$ cat src/design/ptw_pkg.sv
package ptw_pkg;

  localparam int unsigned ENTRIES      = 512;
  localparam int unsigned IDX_W        = 9;
  localparam int unsigned OFF_W        = 12;
  localparam int unsigned VA_W         = 48;
  localparam int unsigned PA_W         = 52;
  localparam int unsigned LEAF_W       = 52;
  localparam int unsigned TABLES_DEF   = 16;

  typedef enum logic [1:0] {
    REQ_MAP       = 2'd0,
    REQ_UNMAP     = 2'd1,
    REQ_TRANSLATE = 2'd2,
    REQ_NONE      = 2'd3
  } req_e;

  typedef enum logic [1:0] {
    ST_OK         = 2'd0,
    ST_NOFREE     = 2'd1,
    ST_NOTMAPPED  = 2'd2,
    ST_RSVD       = 2'd3
  } status_e;

endpackage

$ cat src/design/ptw_init.sv
module ptw_init import ptw_pkg::*; #(
  parameter int unsigned DEPTH = TABLES_DEF * ENTRIES,
  parameter int unsigned AW    = $clog2(DEPTH)
) (
  input  logic          clk_i,
  input  logic          rst_ni,
  output logic          busy_o,
  output logic [AW-1:0] addr_o
);

  logic          busy_q;
  logic [AW-1:0] addr_q;

  // one entry per cycle across every table store
  always_ff @(posedge clk_i or negedge rst_ni) begin
    if (!rst_ni) begin
      busy_q <= 1'b1;
      addr_q <= '0;
    end else if (busy_q) begin
      if (addr_q == AW'(DEPTH - 1)) begin
        busy_q <= 1'b0;
      end else begin
        addr_q <= addr_q + AW'(1);
      end
    end
  end

  assign busy_o = busy_q;
  assign addr_o = addr_q;

endmodule

$ cat config.mk
export PLATFORM = sky130hd
export DESIGN_NAME = ptw_init
export DESIGN_NICKNAME = d
export VERILOG_FILES = /design/src/design/ptw_pkg.sv /design/src/design/ptw_init.sv
export SDC_FILE = /design/constraint.sdc
export NUM_CORES = 1
export LEC_CHECK = 0
export BUFFER_PORTS_ARGS = -buffer_cell sky130_fd_sc_hd__buf_2
export CAP_MARGIN = 20
export CORE_MARGIN = 5
export CORE_UTILIZATION = 45
export DETAILED_ROUTE_END_ITERATION = 10
export PLACE_DENSITY = 0.78
export SLEW_MARGIN = 20
export SYNTH_ARGS = -nofsm -noshare
export SYNTH_HDL_FRONTEND = slang
export SYNTH_SLANG_ARGS = --single-unit
$ cat constraint.sdc
create_clock -name clk_i -period 1.6 [get_ports clk_i]
set_input_delay 0.48 -clock clk_i [delete_from_list [all_inputs] [get_ports clk_i]]
set_output_delay 0.48 -clock clk_i [all_outputs]
set_load 0.1 [all_outputs]
==> results of run 1 <==
[worst paths after layout]
kind,slack (ns),cells past startpoint,endpoint,start
setup / recovery,-0.07,2,busy_o,busy_o
setup reg to reg,-0.05,4,addr_o[10],busy_o
hold / removal,0.07,1,addr_o[10],rst_ni
min in group clk_i,0.56,1,addr_o[9],addr_o[9]
hold reg to reg,0.56,1,addr_o[9],addr_o[9]
max in group asynchronous,1.25,1,busy_o,rst_ni
[sequential cells by signal, indices dropped and copies added (netlist names)]
register  count
addr_o       13
busy_o        1
[layer usage]
layer,wire length [um],global-route usage (%)
met1,751,18.8
met2,992,28.5
met3,98,5.81
met4,30,6.28
met5,0,0
[cell families after synthesis]
group,count (synthesis),synth area share [%]
multiplexers,3,4.74
flip-flops,14,51.2
AND/OR/NAND/NOR,26,24.0
XOR/XNOR,4,5.10
AO/OA/AOI/OAI,11,10.6
adder cells (fa/ha/maj),1,1.82
buffers and inverters,4,2.55
[through the flow]
stage	power [mW]	setup WS, ns	setup TNS (ns)
3_5_place_dp	0.369	-0.00171	-0.00171
6_report	0.573	-0.0652	-0.119
3_3_place_gp	0.369	0.0213	0
2_1_floorplan	0.361	-0.280	-0.385
5_1_grt	0.604	-0.111	-0.428
4_1_cts	0.576	-0.0583	-0.0854
[final cells by class]
type	count	area [um^2]	area share, %
tap	16	20.0	1.70
multi-input combinational	45	363	30.9
clock buffer	4	26.3	2.23
sequential	14	392	33.3
inverter	1	3.75	0.319
timing repair buffer	25	372	31.6
[timing repair]
item	CTS	global route
pin swaps	0	2
buffers inserted	1	1
endpoints found under the setup margin	2	7
hold buffers	0	0
resized for setup	1	8
[power by group]
group          switching, mW  internal, mW
Sequential                 0         0.353
Clock                  0.117        0.0965
Combinational        0.00636      0.000893
Total                  0.123         0.450
[layout by cell type, fill, tap and decap left out]
cell | synthesis | final
dfstp_4 | 0 | 1
and4_4 | 1 | 1
buf_12 | 0 | 14
nand3_1 | 4 | 4
and4_1 | 1 | 1
and3_2 | 0 | 1
buf_6 | 0 | 3
a31oi_1 | 2 | 2
nand4_2 | 1 | 1
dfrtp_2 | 0 | 5
xnor2_1 | 4 | 4
nor3b_4 | 1 | 1
and3_4 | 0 | 2
and2_1 | 1 | 1
nor3_1 | 1 | 1
a41oi_2 | 0 | 1
nand2_2 | 0 | 1
dfrtp_4 | 0 | 8
mux2_4 | 0 | 1
o211ai_1 | 1 | 1
a31o_1 | 1 | 1
buf_2 | 2 | 1
clkbuf_1 | 1 | 1
ha_4 | 0 | 1
a21oi_1 | 4 | 4
mux2i_1 | 1 | 1
nand4_1 | 3 | 3
inv_1 | 1 | 1
buf_4 | 0 | 7
clkbuf_4 | 0 | 3
and3_1 | 5 | 2
nor2b_4 | 0 | 1
nand2_1 | 7 | 6
o21a_1 | 2 | 2
mux2_1 | 2 | 1
[worst max-delay path: stages (launching register included)]
cell     delay [ns]
dfstp_4        0.64
buf_6          0.11
buf_12         0.16
==> results by stage, run 1 <==
Outcome:
- The flow ran to the end, but the final reports show violations.
- The checks that failed: setup timing.

Synth:
- The synthesized design spends more area on one cell type than any other, namely dfrtp_1.
- When the netlist entered floorplanning its net count stood at 66.
- In the synthesized netlist, the cells that appear most often are 13 x dfrtp_1, 7 x nand2_1, 5 x and3_1.
- Yosys instantiated no cell more often than dfrtp_1.
- Yosys printed 0 warnings.
- The post-synthesis area per instance is 10.9 um^2.
- The number of synthesized flops with an enable pin is 0.
- The number of synthesized register bits is 14.
- In this run the biggest area consumer among cell types represents 47.4% of the synthesized area.
- The gate count after technology mapping is 63.
- By area the synthesized netlist is led by dfrtp_1 47%, xnor2_1 5.1%, and3_1 4.6%, dfstp_2 3.8%, nand2_1 3.8%.
- The synthesized netlist occupies a cell area of 687 um^2.
- Among all flip-flop cells after synthesis, the most frequent one is dfrtp_1.
- The async set-or-reset flop fraction in the synthesized netlist is 100%.
- Of the synthesized area, sequential elements account for 51.2%.
- The number of distinct library cells after synthesis is 26.

Floorplanning:
- The die covers 2410 um^2.
- The region available for standard cell placement spans 1470 um^2.
- The number of top-level pins is 16.
- In this run the horizontal extent of the chip is 49.1 um.
- The initial utilization of the core area, before any placement, comes to 46.7%.
- In this run the vertical extent of the chip is 49.1 um.
- The number of placement rows is 14.

Placement:
- The sum of net half-perimeters after detailed placement is 1200 um.
- After detailed placement, the total cell area comes to 1100 um^2.
- The congestion estimate from routability-driven global placement came to 0.814.
- In this run, placement finished with an instance count of 99.
- Port buffering added 15 buffers.

GRT:
- The number of global-route vias before repair is 690.
- Entering global routing, the biggest net connects 15 pins.
- Global routing used 16.7% of the available tracks.
- The overall overflow remaining after global route is 0.
- The number of antenna violations at the first check in global routing is 0.
- The global-route wire length before repair is 3110 um.

Cells and area:
- The antenna cell count is 0.
- The filler cell count is 91.
- In the final layout, the share of cells above drive strength 1 is 59.6%.
- Relative to the synthesized area, the layout overhead comes to 71.2%.
- Once layout is complete, the cells apart from fillers number 105.
- At the end of the flow the core is filled with cells to 79.9%.
- The number of nets in the layout is 93.
- The area of all placed cells without fillers is 1180 um^2.

Timing:
- For this run, the top clock speed supported by timing is 601 MHz.
- Setup repair after global routing could not meet its margin everywhere.
- The part of the cycle the worst path needs is 104%.
- The clock skew is 0.00934 ns.
- The shortest clock period the worst path allows after layout is 1.67 ns.
- The number of max-slew violations in the final report came to 0.
- The count of endpoints failing hold in the final timing report came to 0.
- The total setup violations reported at the end of the flow is 3.
- Across all hold checks on the routed design, the worst slack comes to 0.0735 ns.
- At the pin with the least slew margin, the transition time is 0.336 ns.
- Measured against its own limit, the worst slew margin works out to 77.4%.
- Setup slack on the critical path of the routed design comes to -0.0652 ns.

Routing:
- Summed over all layers, the routed wires come to 1870 um.
- In this run the remaining antenna-violating nets after routing total 0.
- Before antenna repair, the detailed router went through 4 iterations.
- In the routed design, unresolved DRC markers number 0.
- After detailed routing, the number of vias per cell comes to 5.82.
- The number of vias after detailed routing is 611.
- The detailed router finished its first iteration with 14 violations.
- The routed wire length per instance is 17.8 um.

Power:
- In this run the power density over the cells is 488 nW/um^2.
- The analysis attributes to cell leakage a power of 0.490 nW.
- VDD sags by at most 0.692 mV.

Min path:
- The min-delay analysis places its worst path in the category in2async.

CTS:
- TritonCTS built the clock tree.
- The clock tree root buffer cell is clkbuf_4.
- The clock input transition at the sequential cells of the worst setup and hold paths is 0.09 ns.
- The clock latency reported for the late side of the worst-skew pair is 0.28 ns.
- Clock tree synthesis inserted a total of 3 buffers.
- In this run the deepest clock path goes through 2 buffers.
- CTS built an H-tree with a depth of 1.
- CTS saw 14 sinks.

Worst setup path:
- The largest fanout on the critical path is 2.
- The critical path launch point type is a register.
- The worst setup path is captured at an output pin.
- By startpoint and endpoint, the worst setup path is classified as reg2out.
- The required arrival time at the worst endpoint is 1.12 ns.
- Data arrives at the worst endpoint at 1.19 ns.

Flow run:
- The max-capacitance violation count is 0.
(Power assumes the default switching activity.)
==> inputs of run 2 (changes only) <==
Settings changed: CORE_AREA set to 2 2 39 41, CORE_MARGIN 5 to not set, CORE_UTILIZATION 45 to not set, DIE_AREA set to 0 0 41 43, PLACE_DENSITY 0.78 to 0.84.
Clock period 1.6 ns to 2 ns, I/O delays scaled along.
==> run 2 against run 1 <==
The flow now finishes without violations; final area decreased by 30%; non-clock buffer count shrank 10; clock skew down 0.0080 ns; via count shrank 9.8%; first-iteration DRC count fell by 29%; utilization down 21 points; critical endpoint unchanged.
==> results by stage, run 2 (synthesized netlist as in run 1, its figures left out) <==
Outcome:
- The flow ran to the end, and the final reports show no timing, DRC or antenna violations.

CTS:
- The clock input transition at the sequential cells of the worst setup and hold paths is 0.08 ns.
- The count of cells resized by post-cts repair is 0.
- TritonCTS built the clock tree.
- The total clock buffers created by CTS is 3.
- The number of buffers on the longest clock path is 2.
- The clock tree root buffer cell is clkbuf_4.
- The number of buffers inserted by hold repair at cts is 0.
- The H-tree level count is 1.
- Clock latency on the worst-skew pair, taken at its later pin, is 0.28 ns.
- The number of clock sinks seen by CTS is 14.
- The number of setup buffers added after CTS is 0.

Power:
- The worst voltage drop across the vdd grid is 0.409 mV.
- The switching power of the nets is 0.0978 mW.
- The internal portion of the total power is 0.394 mW.
- The static leakage is 0.416 nW.
- In this run switching power makes up 19.9% of total power.
- Combinational logic is responsible for 1.2% of the overall power.
- The clock network accounts for 41.4% of the total power.
- Of the total power, registers draw 57.5%.
- The total power per unit cell area is 600 nW/um^2.

Worst setup path:
- Walking the worst path, the cells encountered are buf_2.
- The setup path with the least slack is of type reg2out.
- The worst setup path is launched from a register.
- STA puts the critical path data arrival time at 1.30 ns.
- The required arrival time at the worst endpoint is 1.40 ns.
- The number of buffers and inverters on the critical path is 1.
- The maximum single-stage delay on the critical path is 0.58 ns.
- The worst register-to-register path has a setup slack of 0.28 ns.
- Among all stages on the critical path, the largest delay is contributed by dfstp_2.
- The largest fanout on the critical path is 6.
- The kind of cell adding the most delay to the critical path is flip-flops.
- The startpoint of the worst register-to-register path is addr_o[0].
- The worst register-to-register path ends at addr_o[10].
- The endpoint kind of the worst setup timing path is an output pin.
- The depth of the worst register-to-register path is 5.

Floorplanning:
- Measured along the y axis, the die boundary spans 43 um.
- In this run the standard cell core region covers 1380 um^2.
- The horizontal die dimension is 41 um.
- The number of top-level pins is 16.
- The floorplan step defined a die boundary enclosing 1760 um^2.
- The number of placement rows is 14.
- Once the floorplan was initialized, standard cells occupied 49.6% of the core.

Timing:
- The part of the cycle the worst path needs is 94.8%.
- The number of max-slew violations in the final report is 0.
- Setup violations remaining at the end of the flow were counted as 0.
- Setup repair after global routing left no endpoint under its margin.
- The count of endpoints failing hold in the final timing report is 0.
- The measured slew at the worst slew-check pin is 0.487 ns.
- Derived from the worst setup path, the maximum achievable clock frequency is 528 MHz.
- The worst max-slew margin expressed relative to the limit is 67.8%.
- For the finished layout, the period the worst path requires is 1.90 ns.
- The clock skew is 0.00130 ns.

Placement:
- The number of buffers added on ports is 15.
- The number of cells in the design after placement is 91.
- Detailed placement finished with a half-perimeter wire length of 1050 um.
- The placer congestion estimate is 0.890.

Cells and area:
- The filler cells instantiated in the layout total 124.
- The share of cells above drive strength 1 is 44.3%.
- The share of the core filled with cells in the final layout is 59.2%.
- Leaving out fill and tap cells, the most frequent cell in the layout is buf_2.
- The area growth from synthesis to layout is 19.3%.
- The register with the most flip-flops in the layout has 13 of them.
- The antenna cell count is 0.
- In the layout the commonest cells are 15 x buf_2, 12 x dfrtp_2, 7 x nand2_1.
- Once layout is complete, the cells apart from fillers number 95.
- The number of nets in the layout is 83.

Min path:
- The min-delay analysis places its worst path in the category in2async.

Routing:
- The routed wire length per instance is 14.5 um.
- The DRC marker count from the first detailed-route iteration is 10.
- The number of DRC violations after detailed routing is 0.
- Using the TritonRoute via totals, the vias-per-cell ratio works out to 5.80.
- The number of nets with antenna violations after detailed routing is 0.
- For this run, the detailed router's first-pass iteration total came to 4.
- The total wirelength of the detailed-routed design is 1380 um.
- The final route contains 551 vias.

GRT:
- The total track usage is 20.3%.
- For this run the aggregate overflow at the end of global routing stands at 0.
- The number of antenna violations at the first check in global routing is 0.
- The number of global-route vias before repair is 517.
- The maximum number of pins on one net before global-route repair is 15.
- The global-route wire length before repair is 2330 um.

Flow run:
- The max-capacitance violation count is 0.
## run 2: cell types whose count changed in the layout (fill, tap and decap cells not counted), sizes merged
cell / previous run / this run
buf: 25 / 15
## run 2: worst max-delay path by stage
| stage | start | endpoint | slack, ns | cells past startpoint |
|---|---|---|---|---|
| after detailed placement | addr_o[0] | addr_o[10] | 0.30 | 5 |
| after global routing | busy_o | busy_o | 0.08 | 1 |
| after global placement | addr_o[0] | addr_o[10] | 0.34 | 5 |
| final | busy_o | busy_o | 0.10 | 1 |
| after CTS | busy_o | busy_o | 0.11 | 1 |
| after floorplan | addr_o[0] | addr_o[10] | -0.04 | 5 |
## run 2: cell type report
| class | count | area [um^2] | area share, % |
|---|---|---|---|
| flip-flops and latches | 14 | 367 | 44.7 |
| multi-input cells | 45 | 318 | 38.8 |
| repair buffers | 15 | 75.1 | 9.16 |
| clock buffers | 4 | 36.3 | 4.43 |
| well taps | 16 | 20.0 | 2.44 |
| inverters | 1 | 3.75 | 0.458 |
## run 2: through the flow
| step | setup slack, ns | total power [mW] | cell area (um^2) | hold WS, ns | setup TNS (ns) |
|---|---|---|---|---|---|
| 4_1_cts | 0.108 | 0.496 | 820 | 0.204 | 0 |
| 5_1_grt | 0.0833 | 0.508 | 820 | 0.219 | 0 |
| 6_report | 0.105 | 0.492 | 820 | 0.193 | 0 |
| 3_3_place_gp | 0.345 | 0.294 | 783 | 0.477 | 0 |
| 2_1_floorplan | -0.0368 | 0.288 | 702 | 0.304 | -0.0368 |
| 3_5_place_dp | 0.299 | 0.295 | 783 | 0.510 | 0 |
## run 2: layer usage
layer,share of wire [%],GRT usage (%)
met1,41,27.4
met2,53,29.1
met3,3.5,3.66
met4,2.7,12.7
met5,0,0
## run 2: power groups by stage
stage / Clock [mW] / Combinational, mW / Sequential, mW
6_report: 0.204 / 0.00584 / 0.283
5_1_grt: 0.217 / 0.00730 / 0.283
4_1_cts: 0.207 / 0.00639 / 0.283
3_5_place_dp: 0 / 0.00636 / 0.288
3_3_place_gp: 0 / 0.00617 / 0.288
2_1_floorplan: 0 / 0.000000153 / 0.288
